--- src/rtl/jsu_pkg.sv ---
// shared types and codes for the json string unescaper
package jsu_pkg;

	localparam int unsigned RES_MAX = 4;
	localparam int unsigned RES_IW  = 2;

	localparam logic [1:0] ST_DATA = 2'd0;
	localparam logic [1:0] ST_DONE = 2'd1;
	localparam logic [1:0] ST_ERR  = 2'd2;

	// all results caused by one input item
	typedef struct packed {
		logic [RES_MAX-1:0][7:0] bytes;
		logic [RES_MAX-1:0][1:0] stat;
		logic [RES_IW-1:0]       last_idx;
	} group_t;

endpackage

--- src/rtl/jsu_in_if.sv ---
// input byte channel
interface jsu_in_if;
	logic       valid;
	logic       ready;
	logic [7:0] data_byte;
	logic       first;
	logic       line_end;

	modport source (output valid, output data_byte, output first, output line_end,
		input ready);
	modport sink (input valid, input data_byte, input first, input line_end,
		output ready);
endinterface

--- src/rtl/jsu_out_if.sv ---
// result byte channel
interface jsu_out_if;
	logic       valid;
	logic       ready;
	logic [7:0] out_byte;
	logic [1:0] status;
	logic       last;

	modport source (output valid, output out_byte, output status, output last,
		input ready);
	modport sink (input valid, input out_byte, input status, input last,
		output ready);
endinterface

--- src/rtl/json_string_unescape.sv ---
// json string literal unescaper, top level
//
// rx carries one raw byte of a quoted json string per transfer, with the
// first flag on the opening quote and line_end on the last byte of the line.
// tx carries the decoded results: data bytes (status 0), then one terminal
// result, complete (1) or error (2); last marks the final result of an item.
// each input item is registered, decoded combinationally against the parse
// state (mode, hex digit count, code point accumulator) and its zero to four
// results are pushed as one group into a queue of DEPTH groups. an output
// register walks each group one result per transfer.
// the first result of an item passes the input register, the queue and the
// output register before it is valid on tx. throughput: one item per cycle
// while every item gives at most one result and tx is ready; a \u escape
// giving k utf-8 bytes takes k transfers on tx, and rx keeps taking bytes
// until the queue is full. reset clears the parse state to idle and empties
// the queue; bytes without the first flag are dropped while idle. when tx
// stalls, the queue fills and rx.ready drops; nothing is lost.
module json_string_unescape
	import jsu_pkg::*;
#(
	parameter int unsigned DEPTH = 4
) (
	input  logic      clk,
	input  logic      arst_n,
	jsu_in_if.sink    rx,
	jsu_out_if.source tx
);

	group_t dec_grp;
	group_t head_grp;
	logic   grp_push;
	logic   grp_pop;
	logic   fifo_full;
	logic   fifo_empty;

	jsu_decoder u_decoder (
		.clk       (clk),
		.arst_n    (arst_n),
		.rx        (rx),
		.fifo_full (fifo_full),
		.grp_push  (grp_push),
		.grp       (dec_grp)
	);

	jsu_group_fifo #(
		.DEPTH (DEPTH)
	) u_fifo (
		.clk    (clk),
		.arst_n (arst_n),
		.push   (grp_push),
		.wdata  (dec_grp),
		.pop    (grp_pop),
		.rdata  (head_grp),
		.full   (fifo_full),
		.empty  (fifo_empty)
	);

	jsu_serializer u_serializer (
		.clk        (clk),
		.arst_n     (arst_n),
		.head       (head_grp),
		.fifo_empty (fifo_empty),
		.pop        (grp_pop),
		.tx         (tx)
	);

endmodule

--- src/rtl/jsu_decoder.sv ---
// input register, parse state and combinational escape decode
module jsu_decoder
	import jsu_pkg::*;
(
	input  logic   clk,
	input  logic   arst_n,
	jsu_in_if.sink rx,
	input  logic   fifo_full,
	output logic   grp_push,
	output group_t grp
);

	localparam logic [1:0] M_IDLE = 2'd0;
	localparam logic [1:0] M_TEXT = 2'd1;
	localparam logic [1:0] M_ESC  = 2'd2;
	localparam logic [1:0] M_HEX  = 2'd3;

	localparam logic [7:0] CH_QUOTE  = 8'h22;
	localparam logic [7:0] CH_BSLASH = 8'h5c;
	localparam logic [7:0] CH_SLASH  = 8'h2f;
	localparam logic [7:0] CH_B      = 8'h62;
	localparam logic [7:0] CH_F      = 8'h66;
	localparam logic [7:0] CH_N      = 8'h6e;
	localparam logic [7:0] CH_R      = 8'h72;
	localparam logic [7:0] CH_T      = 8'h74;
	localparam logic [7:0] CH_U      = 8'h75;

	// {ok, value}
	function automatic logic [4:0] hex_digit(input logic [7:0] c);
		logic [4:0] r;
		r = 5'd0;
		if (c >= 8'h30 && c <= 8'h39) begin
			r = {1'b1, 4'(c - 8'h30)};
		end else if (c >= 8'h61 && c <= 8'h66) begin
			r = {1'b1, 4'(c - 8'h57)};
		end else if (c >= 8'h41 && c <= 8'h46) begin
			r = {1'b1, 4'(c - 8'h37)};
		end
		return r;
	endfunction

	logic        valid_s1;
	logic [7:0]  byte_s1;
	logic        first_s1;
	logic        eol_s1;

	logic [1:0]  mode_q;
	logic [1:0]  hex_q;
	logic [15:0] acc_q;

	logic [1:0]  mode_d;
	logic [1:0]  hex_d;
	logic [15:0] acc_d;
	logic [15:0] acc_new;
	logic [4:0]  hv;
	logic [2:0][7:0] dbytes;
	logic [1:0]  nd;
	logic        fail;
	logic        done;
	logic        term;
	logic [2:0]  n_res;
	logic        commit;

	assign commit   = valid_s1 && !fifo_full;
	assign rx.ready = !valid_s1 || !fifo_full;

	assign hv      = hex_digit(byte_s1);
	assign acc_new = {acc_q[11:0], hv[3:0]};

	always_comb begin
		mode_d = mode_q;
		hex_d  = hex_q;
		acc_d  = acc_q;
		dbytes = '0;
		nd     = 2'd0;
		fail   = 1'b0;
		done   = 1'b0;
		if (first_s1) begin
			hex_d = 2'd0;
			acc_d = 16'd0;
			if (byte_s1 != CH_QUOTE || eol_s1) begin
				fail = 1'b1;
			end else begin
				mode_d = M_TEXT;
			end
		end else begin
			case (mode_q)
				M_TEXT: begin
					if (byte_s1 == CH_QUOTE) begin
						done   = 1'b1;
						mode_d = M_IDLE;
					end else if (byte_s1 == CH_BSLASH) begin
						mode_d = M_ESC;
						fail   = eol_s1;
					end else begin
						dbytes[0] = byte_s1;
						nd        = 2'd1;
						fail      = eol_s1;
					end
				end
				M_ESC: begin
					mode_d = M_TEXT;
					fail   = eol_s1;
					nd     = 2'd1;
					case (byte_s1)
						CH_QUOTE, CH_BSLASH, CH_SLASH: dbytes[0] = byte_s1;
						CH_B: dbytes[0] = 8'h08;
						CH_F: dbytes[0] = 8'h0c;
						CH_N: dbytes[0] = 8'h0a;
						CH_R: dbytes[0] = 8'h0d;
						CH_T: dbytes[0] = 8'h09;
						CH_U: begin
							nd     = 2'd0;
							mode_d = M_HEX;
							hex_d  = 2'd0;
							acc_d  = 16'd0;
						end
						default: begin
							nd   = 2'd0;
							fail = 1'b1;
						end
					endcase
				end
				M_HEX: begin
					if (!hv[4]) begin
						fail = 1'b1;
					end else begin
						fail = eol_s1;
						if (hex_q == 2'd3) begin
							// code point complete, encode as utf-8
							hex_d  = 2'd0;
							acc_d  = 16'd0;
							mode_d = M_TEXT;
							if (acc_new <= 16'h007f) begin
								dbytes[0] = acc_new[7:0];
								nd        = 2'd1;
							end else if (acc_new <= 16'h07ff) begin
								dbytes[0] = 8'hc0 | {3'd0, acc_new[10:6]};
								dbytes[1] = 8'h80 | {2'd0, acc_new[5:0]};
								nd        = 2'd2;
							end else begin
								dbytes[0] = 8'he0 | {4'd0, acc_new[15:12]};
								dbytes[1] = 8'h80 | {2'd0, acc_new[11:6]};
								dbytes[2] = 8'h80 | {2'd0, acc_new[5:0]};
								nd        = 2'd3;
							end
						end else begin
							hex_d = hex_q + 2'd1;
							acc_d = acc_new;
						end
					end
				end
				default: mode_d = M_IDLE;
			endcase
		end
		if (fail) begin
			mode_d = M_IDLE;
			hex_d  = 2'd0;
			acc_d  = 16'd0;
		end
	end

	assign term  = fail || done;
	assign n_res = {1'b0, nd} + {2'd0, term};

	always_comb begin
		grp = '0;
		for (int i = 0; i < 3; i++) begin
			if (2'(i) < nd) begin
				grp.bytes[i] = dbytes[i];
			end
		end
		if (term) begin
			grp.stat[nd] = fail ? ST_ERR : ST_DONE;
		end
		grp.last_idx = 2'(n_res - 3'd1);
	end

	assign grp_push = commit && (n_res != 3'd0);

	always_ff @(posedge clk or negedge arst_n) begin
		if (!arst_n) begin
			valid_s1 <= 1'b0;
		end else if (rx.ready) begin
			valid_s1 <= rx.valid;
		end
	end

	always_ff @(posedge clk) begin
		if (rx.valid && rx.ready) begin
			byte_s1  <= rx.data_byte;
			first_s1 <= rx.first;
			eol_s1   <= rx.line_end;
		end
	end

	always_ff @(posedge clk or negedge arst_n) begin
		if (!arst_n) begin
			mode_q <= M_IDLE;
			hex_q  <= 2'd0;
			acc_q  <= 16'd0;
		end else if (commit) begin
			mode_q <= mode_d;
			hex_q  <= hex_d;
			acc_q  <= acc_d;
		end
	end

endmodule

--- src/rtl/jsu_group_fifo.sv ---
// small queue of result groups
module jsu_group_fifo
	import jsu_pkg::*;
#(
	parameter int unsigned DEPTH = 4
) (
	input  logic   clk,
	input  logic   arst_n,
	input  logic   push,
	input  group_t wdata,
	input  logic   pop,
	output group_t rdata,
	output logic   full,
	output logic   empty
);

	localparam int unsigned AW = (DEPTH > 1) ? $clog2(DEPTH) : 1;
	localparam int unsigned CW = $clog2(DEPTH + 1);
	localparam logic [AW-1:0] PTR_LAST = AW'(DEPTH - 1);
	localparam logic [CW-1:0] CNT_FULL = CW'(DEPTH);

	group_t        mem_q [DEPTH];
	logic [AW-1:0] wr_ptr_q;
	logic [AW-1:0] rd_ptr_q;
	logic [CW-1:0] count_q;
	logic          do_push;
	logic          do_pop;

	assign full    = (count_q == CNT_FULL);
	assign empty   = (count_q == '0);
	assign do_push = push && !full;
	assign do_pop  = pop && !empty;
	assign rdata   = mem_q[rd_ptr_q];

	always_ff @(posedge clk) begin
		if (do_push) begin
			mem_q[wr_ptr_q] <= wdata;
		end
	end

	always_ff @(posedge clk or negedge arst_n) begin
		if (!arst_n) begin
			wr_ptr_q <= '0;
			rd_ptr_q <= '0;
			count_q  <= '0;
		end else begin
			if (do_push) begin
				wr_ptr_q <= (wr_ptr_q == PTR_LAST) ? '0 : wr_ptr_q + 1'b1;
			end
			if (do_pop) begin
				rd_ptr_q <= (rd_ptr_q == PTR_LAST) ? '0 : rd_ptr_q + 1'b1;
			end
			if (do_push && !do_pop) begin
				count_q <= count_q + 1'b1;
			end else if (do_pop && !do_push) begin
				count_q <= count_q - 1'b1;
			end
		end
	end

endmodule

--- src/rtl/jsu_serializer.sv ---
// output register that hands out one result of a group per transfer
module jsu_serializer
	import jsu_pkg::*;
(
	input  logic      clk,
	input  logic      arst_n,
	input  group_t    head,
	input  logic      fifo_empty,
	output logic      pop,
	jsu_out_if.source tx
);

	logic              valid_q;
	group_t            grp_q;
	logic [RES_IW-1:0] idx_q;
	logic              at_last;

	assign at_last = (idx_q == grp_q.last_idx);
	// refill when empty or when the last result of the group is leaving
	assign pop     = !fifo_empty && (!valid_q || (tx.ready && at_last));

	assign tx.valid    = valid_q;
	assign tx.out_byte = grp_q.bytes[idx_q];
	assign tx.status   = grp_q.stat[idx_q];
	assign tx.last     = at_last;

	always_ff @(posedge clk or negedge arst_n) begin
		if (!arst_n) begin
			valid_q <= 1'b0;
			idx_q   <= '0;
		end else if (pop) begin
			valid_q <= 1'b1;
			idx_q   <= '0;
		end else if (valid_q && tx.ready) begin
			if (at_last) begin
				valid_q <= 1'b0;
			end else begin
				idx_q <= idx_q + 1'b1;
			end
		end
	end

	always_ff @(posedge clk) begin
		if (pop) begin
			grp_q <= head;
		end
	end

endmodule

--- src/flat_wrapper.sv ---
// flat-port wrapper written by rule: the top's interface ports become plain ports
module json_string_unescape_flat import jsu_pkg::*;
#(
	parameter int unsigned DEPTH = 4
)
  (clk, arst_n, rx_valid, rx_data_byte, rx_first, rx_line_end, rx_ready, tx_valid, tx_out_byte, tx_status, tx_last, tx_ready);
  jsu_in_if rx_i ();
  jsu_out_if tx_i ();
  input  logic clk;
  input  logic arst_n;
  input wire logic [$bits(rx_i.valid)-1:0] rx_valid;
  input wire logic [$bits(rx_i.data_byte)-1:0] rx_data_byte;
  input wire logic [$bits(rx_i.first)-1:0] rx_first;
  input wire logic [$bits(rx_i.line_end)-1:0] rx_line_end;
  output wire logic [$bits(rx_i.ready)-1:0] rx_ready;
  output wire logic [$bits(tx_i.valid)-1:0] tx_valid;
  output wire logic [$bits(tx_i.out_byte)-1:0] tx_out_byte;
  output wire logic [$bits(tx_i.status)-1:0] tx_status;
  output wire logic [$bits(tx_i.last)-1:0] tx_last;
  input wire logic [$bits(tx_i.ready)-1:0] tx_ready;
  assign rx_i.valid = rx_valid;
  assign rx_i.data_byte = rx_data_byte;
  assign rx_i.first = rx_first;
  assign rx_i.line_end = rx_line_end;
  assign rx_ready = rx_i.ready;
  assign tx_valid = tx_i.valid;
  assign tx_out_byte = tx_i.out_byte;
  assign tx_status = tx_i.status;
  assign tx_last = tx_i.last;
  assign tx_i.ready = tx_ready;
  json_string_unescape #(.DEPTH(DEPTH)) u_core (.clk(clk), .arst_n(arst_n), .rx(rx_i), .tx(tx_i));
endmodule
--- config.mk ---
export PLATFORM = sky130hd
export DESIGN_NAME = json_string_unescape_flat
export DESIGN_NICKNAME = d
export VERILOG_FILES = /design/src/rtl/jsu_pkg.sv /design/src/rtl/jsu_in_if.sv /design/src/rtl/jsu_out_if.sv /design/src/rtl/json_string_unescape.sv /design/src/rtl/jsu_decoder.sv /design/src/rtl/jsu_group_fifo.sv /design/src/rtl/jsu_serializer.sv /design/src/flat_wrapper.sv
export SDC_FILE = /design/constraint.sdc
export NUM_CORES = 1
export LEC_CHECK = 0
export ABC_AREA = 1
export BUFFER_PORTS_ARGS = -buffer_cell sky130_fd_sc_hd__clkbuf_2
export CAP_MARGIN = 5
export CORE_AREA = 2 2 144 118
export DETAILED_ROUTE_END_ITERATION = 8
export DIE_AREA = 0 0 146 120
export PLACE_DENSITY = 0.74
export SLEW_MARGIN = 20
export SYNTH_ARGS = -nofsm -noshare
export SYNTH_HDL_FRONTEND = slang
export SYNTH_SLANG_ARGS = --single-unit
--- constraint.sdc ---
create_clock -name clk -period 4.5 [get_ports clk]
set_clock_uncertainty 0.2 [all_clocks]
set_input_delay 0.45 -clock clk [delete_from_list [all_inputs] [get_ports clk]]
set_output_delay 0.45 -clock clk [all_outputs]
set_load 0.02 [all_outputs]
Word level (Yosys, flattened, before mapping)
Memory sizes are Yosys's and may differ from the RTL's. A register that Yosys moved wholly into a read port is not among the register bits.
Index checks and enable logic that the tools add are counted.
{"block": "op_classes", "n_reduce_logical": 37, "magnitude_cmp": 14, "n_eq_ne": 24, "bitwise_logic": 1, "mux": 77, "n_addsub": 11}
{"cell": "24-bit 2-to-1 mux", "count": 3}
{"cell": "8-bit 2-to-1 mux", "count": 9}
{"cell": "12-bit 2-to-1 mux", "count": 5}
{"cell": "8-bit by 7-bit equality test with 1-bit output (second input constant)", "count": 7}
{"cell": "2-bit 2-to-1 mux", "count": 25}
{"cell": "8-bit case mux with 6 select lines", "count": 1}
{"cell": "16-bit 2-to-1 mux", "count": 2}
{"cell": "12-bit case mux with 2 select lines", "count": 1}
{"cell": "8-bit case mux with 3 select lines", "count": 1}
{"cell": "1-bit 2-to-1 mux", "count": 17}
{"cell": "8-bit binary-select mux with 2-bit select", "count": 1}
{"cell": "8-bit by 6-bit equality test with 1-bit output (second input constant)", "count": 2}
{"cell": "8-bit by 7-bit greater-or-equal comparator with 1-bit output (second input constant)", "count": 2}
{"cell": "16-bit by 11-bit <= comparator with 1-bit output (second input constant)", "count": 1}
{"cell": "16-bit by 7-bit <= comparator with 1-bit output (second input constant)", "count": 1}
{"cell": "8-bit by 7-bit <= comparator with 1-bit output (second input constant)", "count": 2}
{"cell": "5-bit 2-to-1 mux", "count": 3}
{"cell": "1-bit logical AND", "count": 14}
{"cell": "14-bit 2-to-1 mux", "count": 1}
{"cell": "4-bit != test (second input constant)", "count": 3}
{"cell": "2-bit case mux with 3 select lines", "count": 2}
{"cell": "2-bit equality test (second input constant)", "count": 5}
{"cell": "9-bit OR reduction", "count": 1}
{"cell": "2-bit by 1-bit adder with 2-bit output (second input constant)", "count": 4}
{"cell": "36 further kinds", "count": 51}
{"block": "word_totals", "reg_bits": 45, "inputBits": 14, "ramBits": 136, "mem_count": 1}
{"memory": "u_core.u_fifo.mem_q", "words": 4, "word_bits": 34, "read_ports": 1, "rd_clocked_by_memory_dff": 1, "wr": 1, "line_no": "jsu_group_fifo.sv:22", "source": "group_t mem_q [DEPTH];"}

Logic depth before layout (Yosys ltp)
{"block": "depth", "ltp_word": 20, "mapped_depth": 22}

Hierarchy
From an unflattened synthesis, not the netlist that was laid out.
{"block": "hier_totals", "cells_unflattened": 1042, "area_unflattened_um2": 11486.0}
{"mod": "jsu_group_fifo", "cells_per_inst": 551, "instances": 1, "area_per_inst_um2": 7249.5}
{"mod": "jsu_decoder", "cells_per_inst": 359, "instances": 1, "area_per_inst_um2": 2503.7}
{"mod": "jsu_serializer", "cells_per_inst": 132, "instances": 1, "area_per_inst_um2": 1732.9}

Worst setup path after synthesis
OpenSTA, ideal clock, no wires.
{"block": "synth_path", "path_type": "flip-flop to flip-flop", "startpoint": "register u_core.u_decoder.byte_s1[0]", "endpoint": "memory u_core.u_fifo.mem_q[0][0] (netlist name), enable pin", "setup_slack_ns": -0.198, "setup_time_ns": 0.421, "path_stages_with_launch": 19, "t_required_ns": 3.879, "arrival_time_ns": 4.077, "cell_sequence": "edfxtp_1 -> inv_1 -> ha_1 -> nand3_2 -> nor2_2 -> nor2_1 -> inv_2 -> nand2_1 -> nand2_4 -> nand3_4 -> nand2_1 -> o31ai_1 -> ha_1 -> ha_1 -> inv_1 -> ha_1 -> a21oi_1 -> inv_1 -> nor2_1"}
{"block": "synth_via", "elab_chain_cells": 18, "elab_cells_between_ends": 55, "cone_classes": "4 x add/sub; 8 x order compare; 10 x eq/ne; 23 x mux; 10 x reduce/logical"}
{"item": "start: declaration", "line_no": "jsu_decoder.sv:43", "source": "logic [7:0] byte_s1;"}
{"item": "start signal: assignment", "line_no": "jsu_decoder.sv:191", "source": "byte_s1 <= rx.data_byte;"}
{"item": "8-bit by 7-bit greater-or-equal comparator with 1-bit output or 8-bit by 7-bit <= comparator with 1-bit output (tied branches)", "line_no": "jsu_decoder.sv:36", "source": "end else if (c >= 8'h41 && c <= 8'h46) begin"}
{"item": "1-bit logical AND", "line_no": "jsu_decoder.sv:36"}
{"item": "5-bit 2-to-1 mux", "line_no": "jsu_decoder.sv:36"}
{"item": "5-bit 2-to-1 mux", "line_no": "jsu_decoder.sv:34", "source": "end else if (c >= 8'h61 && c <= 8'h66) begin"}
{"item": "5-bit 2-to-1 mux", "line_no": "jsu_decoder.sv:32", "source": "if (c >= 8'h30 && c <= 8'h39) begin"}
{"item": "16-bit by 11-bit <= comparator with 1-bit output", "line_no": "jsu_decoder.sv:137", "source": "end else if (acc_new <= 16'h07ff) begin"}
{"item": "1-bit 2-to-1 mux", "line_no": "jsu_decoder.sv:137"}
{"item": "2-bit 2-to-1 mux", "line_no": "jsu_decoder.sv:134", "source": "if (acc_new <= 16'h007f) begin"}
{"item": "[... 3 more ...]"}
{"item": "2-bit 2-to-1 mux", "line_no": "jsu_decoder.sv:78", "source": "if (first_s1) begin"}
{"item": "2-bit by 1-bit adder with 3-bit output (*)", "line_no": "jsu_decoder.sv:164", "source": "assign n_res = {1'b0, nd} + {2'd0, term};"}
{"item": "3-bit nonzero test (*)", "line_no": "jsu_decoder.sv:179", "source": "assign grp_push = commit && (n_res != 3'd0);"}
{"item": "1-bit logical AND (*)", "line_no": "jsu_decoder.sv:179"}
{"item": "1-bit logical AND (*)", "line_no": "jsu_group_fifo.sv:31", "source": "assign do_push = push && !full;"}
{"item": "named net u_core.u_fifo.do_push", "line_no": "jsu_group_fifo.sv:26", "source": "logic do_push;"}
{"item": "1-bit 2-to-1 mux (*)", "line_no": "jsu_group_fifo.sv:36", "source": "if (do_push) begin"}
{"item": "1-bit 2-to-1 mux (not written as such) (*)", "line_no": "jsu_group_fifo.sv:37", "source": "mem_q[wr_ptr_q] <= wdata;"}
{"item": "end: declaration", "line_no": "jsu_group_fifo.sv:22"}
The timed path passes the listed nets; every way through them passes the cells marked *.

Worst setup path after layout
{"block": "layout_path", "startpoint": "register u_core.u_decoder.byte_s1[0]", "endpoint": "register u_core.u_fifo.count_q[2]"}
{"block": "layout_via", "elab_chain_cells": 19, "elab_cells_between_ends": 58, "cone_classes": "4 x add/sub; 8 x order compare; 10 x eq/ne; 22 x mux; 14 x reduce/logical"}
{"item": "8-bit by 7-bit greater-or-equal comparator with 1-bit output or 8-bit by 7-bit <= comparator with 1-bit output (tied branches)", "line_no": "jsu_decoder.sv:36"}
{"item": "1-bit logical AND", "line_no": "jsu_decoder.sv:36"}
{"item": "5-bit 2-to-1 mux", "line_no": "jsu_decoder.sv:36"}
{"item": "5-bit 2-to-1 mux", "line_no": "jsu_decoder.sv:34"}
{"item": "5-bit 2-to-1 mux", "line_no": "jsu_decoder.sv:32"}
{"item": "16-bit by 11-bit <= comparator with 1-bit output", "line_no": "jsu_decoder.sv:137"}
{"item": "1-bit 2-to-1 mux", "line_no": "jsu_decoder.sv:137"}
{"item": "2-bit 2-to-1 mux", "line_no": "jsu_decoder.sv:134"}
{"item": "[... 4 more ...]"}
{"item": "2-bit by 1-bit adder with 3-bit output (*)", "line_no": "jsu_decoder.sv:164"}
{"item": "3-bit nonzero test (*)", "line_no": "jsu_decoder.sv:179"}
{"item": "1-bit logical AND (*)", "line_no": "jsu_decoder.sv:179"}
{"item": "1-bit logical AND (*)", "line_no": "jsu_group_fifo.sv:31"}
{"item": "named net u_core.u_fifo.do_push", "line_no": "jsu_group_fifo.sv:26"}
{"item": "1-bit zero test", "line_no": "jsu_group_fifo.sv:55", "source": "end else if (do_pop && !do_push) begin"}
{"item": "1-bit logical AND", "line_no": "jsu_group_fifo.sv:55"}
{"item": "2-bit nonzero test (no line)"}
{"item": "end signal: assignment", "line_no": "jsu_group_fifo.sv:54", "source": "count_q <= count_q + 1'b1;"}
{"item": "end signal: assignment", "line_no": "jsu_group_fifo.sv:56", "source": "count_q <= count_q - 1'b1;"}
{"item": "end: declaration", "line_no": "jsu_group_fifo.sv:25", "source": "logic [CW-1:0] count_q;"}
Marked as above.
A chain may end at the register's enable or synchronous reset.

==> results.toml <==
[synthesis]
synth_top_family_by_area = "simple AND/OR/NAND/NOR gates"
yosys_register_bits = 197
synthSimpleGateAreaFrac_pct = 16.32
synth.area.mux_share_pct = 0.1281
syn_area_um2 = 8792
synth-edff-count = 170
async_flop_share_pct = 13.71
synthFlopType = "edfxtp_1"
synthAdderAreaFrac_pct = 2.362
ys_seq_area_share_pct = 65.75
synth-compound-area-share_pct = 10.56
avgSynthCellArea_um2 = 10.98
yosysWarnings = 0
netlist-cell-type-count = 47
synthCells = 801
synth_xor_area_share_pct = 0.3985

[layout]
area_delta_synth_final_pct = 13.75
layout_common_cells = "170 x edfxtp_1, 125 x nand2_1, 121 x nor2_1"
final_common_cell = "edfxtp_1"
nets = 878
antenna_cells = 0
drive_above_1_share_pct = 13.47
utilization_pct = 61.79

[clock_network]
postCtsSetupBuffers = 0
postCtsHoldBufs = 8
cts_tree = "built"
cts.sinks = 197
cts_buffers = 17
htree_levels = 4
max-clock-path-buffers = 2
clock_latency_ns = 0.43
post_cts_resized = 0
root_buffer = "clkbuf_16"
clkTransAtPathRegs_ns = 0.07

[setup_path]
worstPathCellList = "inv_1 > ha_1 > nand3_2 > inv_1 > nand2_1 > nand2_1 > o21ai_0 > nand4_1 > nand2_1 > inv_1 > ha_1 > ha_1 > inv_1 > ha_1 > a21oi_1 > ha_1 > inv_1 > fa_1 > a21oi_1 > o21ai_0 > xor2_1"
crit_path_top_delay_cell = "edfxtp_1"
cp_slowest_stage_delay_ns = 0.51
critPathBufInv = 5
worstSetupPathType = "register to register"
arrival_ns = 4.26
startpoint_type = "register"
end_kind = "register"
crit_family = "adder cells"
path_max_fanout = 8
cp.required_ns = 4.61

[outcome]
status = "completed"

[pwr]
p_leak_nw = 3.807
powerDensity_nw_per_um2 = 615.2
irDropWorstVdd_mv = 0.2975
finalPower_mw = 6.152

[route]
avgRoutedWirePerCell_um = 17.25
viasPerCell = 5.533
dr.pass1.iters = 5
final_antenna_net_count = 0
via_count = 5981
wirelength_mm = 18.65
drc = 0
dr.first_iter.drc_count = 548

[timing]
worstMarginPinSlew_ns = 1.035
slew_headroom_pct = 30.95
hold_ws_ns = 0.009695
drv_slew = 0
finalSetupViolCount = 0
min_period_over_period_pct = 92.27
fin_ws_ns = 0.3479
fin_setup_tns_ns = 0
rsz0062_at_grt = "false"
fmax_mhz = 240.8
final_hold_viol_count = 0
period_minus_slack_ns = 4.152

[placement]
place_ws_ns = 0.3633
portBuffers = 26
dpl.hpwl_mm = 11.84
gp_congestion = 0.9261

[floorplanning]
die_area_um2 = 17520
core_um2 = 16190
rows = 42
die_y_um = 120
start_util_pct = 54.32
die_w_um = 146
ios = 27

[flow_run]
cap_violations = 0

[grt]
grtUsageTotal_pct = 22.10
antenna_found_initial = 0
grt_pass1_vias = 5740
gr-total-overflow = 0
grt_pass1_wl_mm = 29.71
grt_max_degree = 67

[worst_hold_path]
worstHoldPathType = "input port to register"
## where the power goes
group / total (mW) / internal (mW) / switching (mW)
combinational: 1.89 / 0.567 / 1.32
sequential: 2.69 / 2.53 / 0.164
clock: 1.57 / 0.893 / 0.677
total: 6.15 / 3.99 / 2.17
## through the flow
step,instances,area [µm²]
2_1_floorplan,812,8833
3_3_place_gp,1041,9296
3_5_place_dp,1041,9296
4_1_cts,1081,10000
5_1_grt,1081,10000
6_report,1081,10000
## state kept, by name, summed over array words and instances (netlist names)
signal,flops
u_core.u_fifo.mem_q,128
u_core.u_serializer.grp_q,32
u_core.u_decoder.acc_q,12
u_core.u_decoder.byte_s1,8
u_core.u_fifo.count_q,3
u_core.u_decoder.hex_q,2
u_core.u_decoder.mode_q,2
u_core.u_fifo.rd_ptr_q,2
u_core.u_fifo.wr_ptr_q,2
u_core.u_serializer.idx_q,2
u_core.u_decoder.eol_s1,1
u_core.u_decoder.first_s1,1
u_core.u_decoder.valid_s1,1
u_core.u_serializer.tx.valid,1
## cell families after synthesis
| group | Yosys count |
|---|---|
| and+or+nand+nor | 322 |
| muxes | 1 |
| DFF | 197 |
| buffers and inverters | 97 |
| xor gates and xnor gates | 4 |
| adders and majority gates | 16 |
| AOI/OAI and AO/OA | 163 |
| other | 1 |
## cell usage after synthesis, types with 6 or more instances
library cell  number  area (µm²)
nor3_1             6       30.03
inv_2              6       22.52
nand2_1          125       469.2
edfxtp_1         170        5105
dfrtp_1           27       675.7
o31ai_1            9       67.56
ha_1              15       187.7
nor2_1           126       473.0
clkbuf_1          24       90.09
inv_1             57       214.0
o21ai_0           78       390.4
nand4_1            8       50.05
nand3_1           29       145.1
o22ai_1           37       231.5
a21oi_1           24       120.1
## routing by layer
layer | wire, µm | share of wire, % | up-vias | global-route usage, %
li1 | - | - | 2881 | -
met1 | 8141 | 44 | 2856 | 30.15
met2 | 8966 | 48 | 222 | 36.47
met3 | 1221 | 6.5 | 22 | 3.992
met4 | 316 | 1.7 | 0 | 7.160
met5 | 0 | 0 | - | 0
## final timing paths
check,cells after the start,from,end,slack [ns]
worst max-delay path,21,u_core.u_decoder.byte_s1[0],u_core.u_fifo.count_q[2],0.35
worst min-delay path,1,rx_data_byte[7],u_core.u_decoder.byte_s1[7],0.01
worst max register to register,21,u_core.u_decoder.byte_s1[0],u_core.u_fifo.count_q[2],0.35
worst min register to register,2,u_core.u_decoder.acc_q[8],u_core.u_decoder.acc_q[8],0.30
max in group asynchronous,2,arst_n,u_core.u_fifo.rd_ptr_q[0],3.18
min in group asynchronous,2,arst_n,u_core.u_serializer.tx.valid,0.40
## worst register-to-register path: cells and delay by family, from the launching register on
kind | cells | cell delay (ns)
simple gates | 5 | 0.53
compound gates | 4 | 0.74
xor+xnor | 1 | 0.15
buf+inv | 5 | 0.42
flops | 1 | 0.51
fa+ha+maj | 6 | 1.51
## area by class of cell
cell class	count	area, µm²
clock buffers	17	425.4
multi-input cells	518	2700
clock inverters	15	198.9
inverters	65	246.5
well taps	220	275.3
repair buffers	49	372.9
flip-flops and latches	197	5782
fillers	1271	6185
No activity file was read; power rests on OpenSTA's default activity.
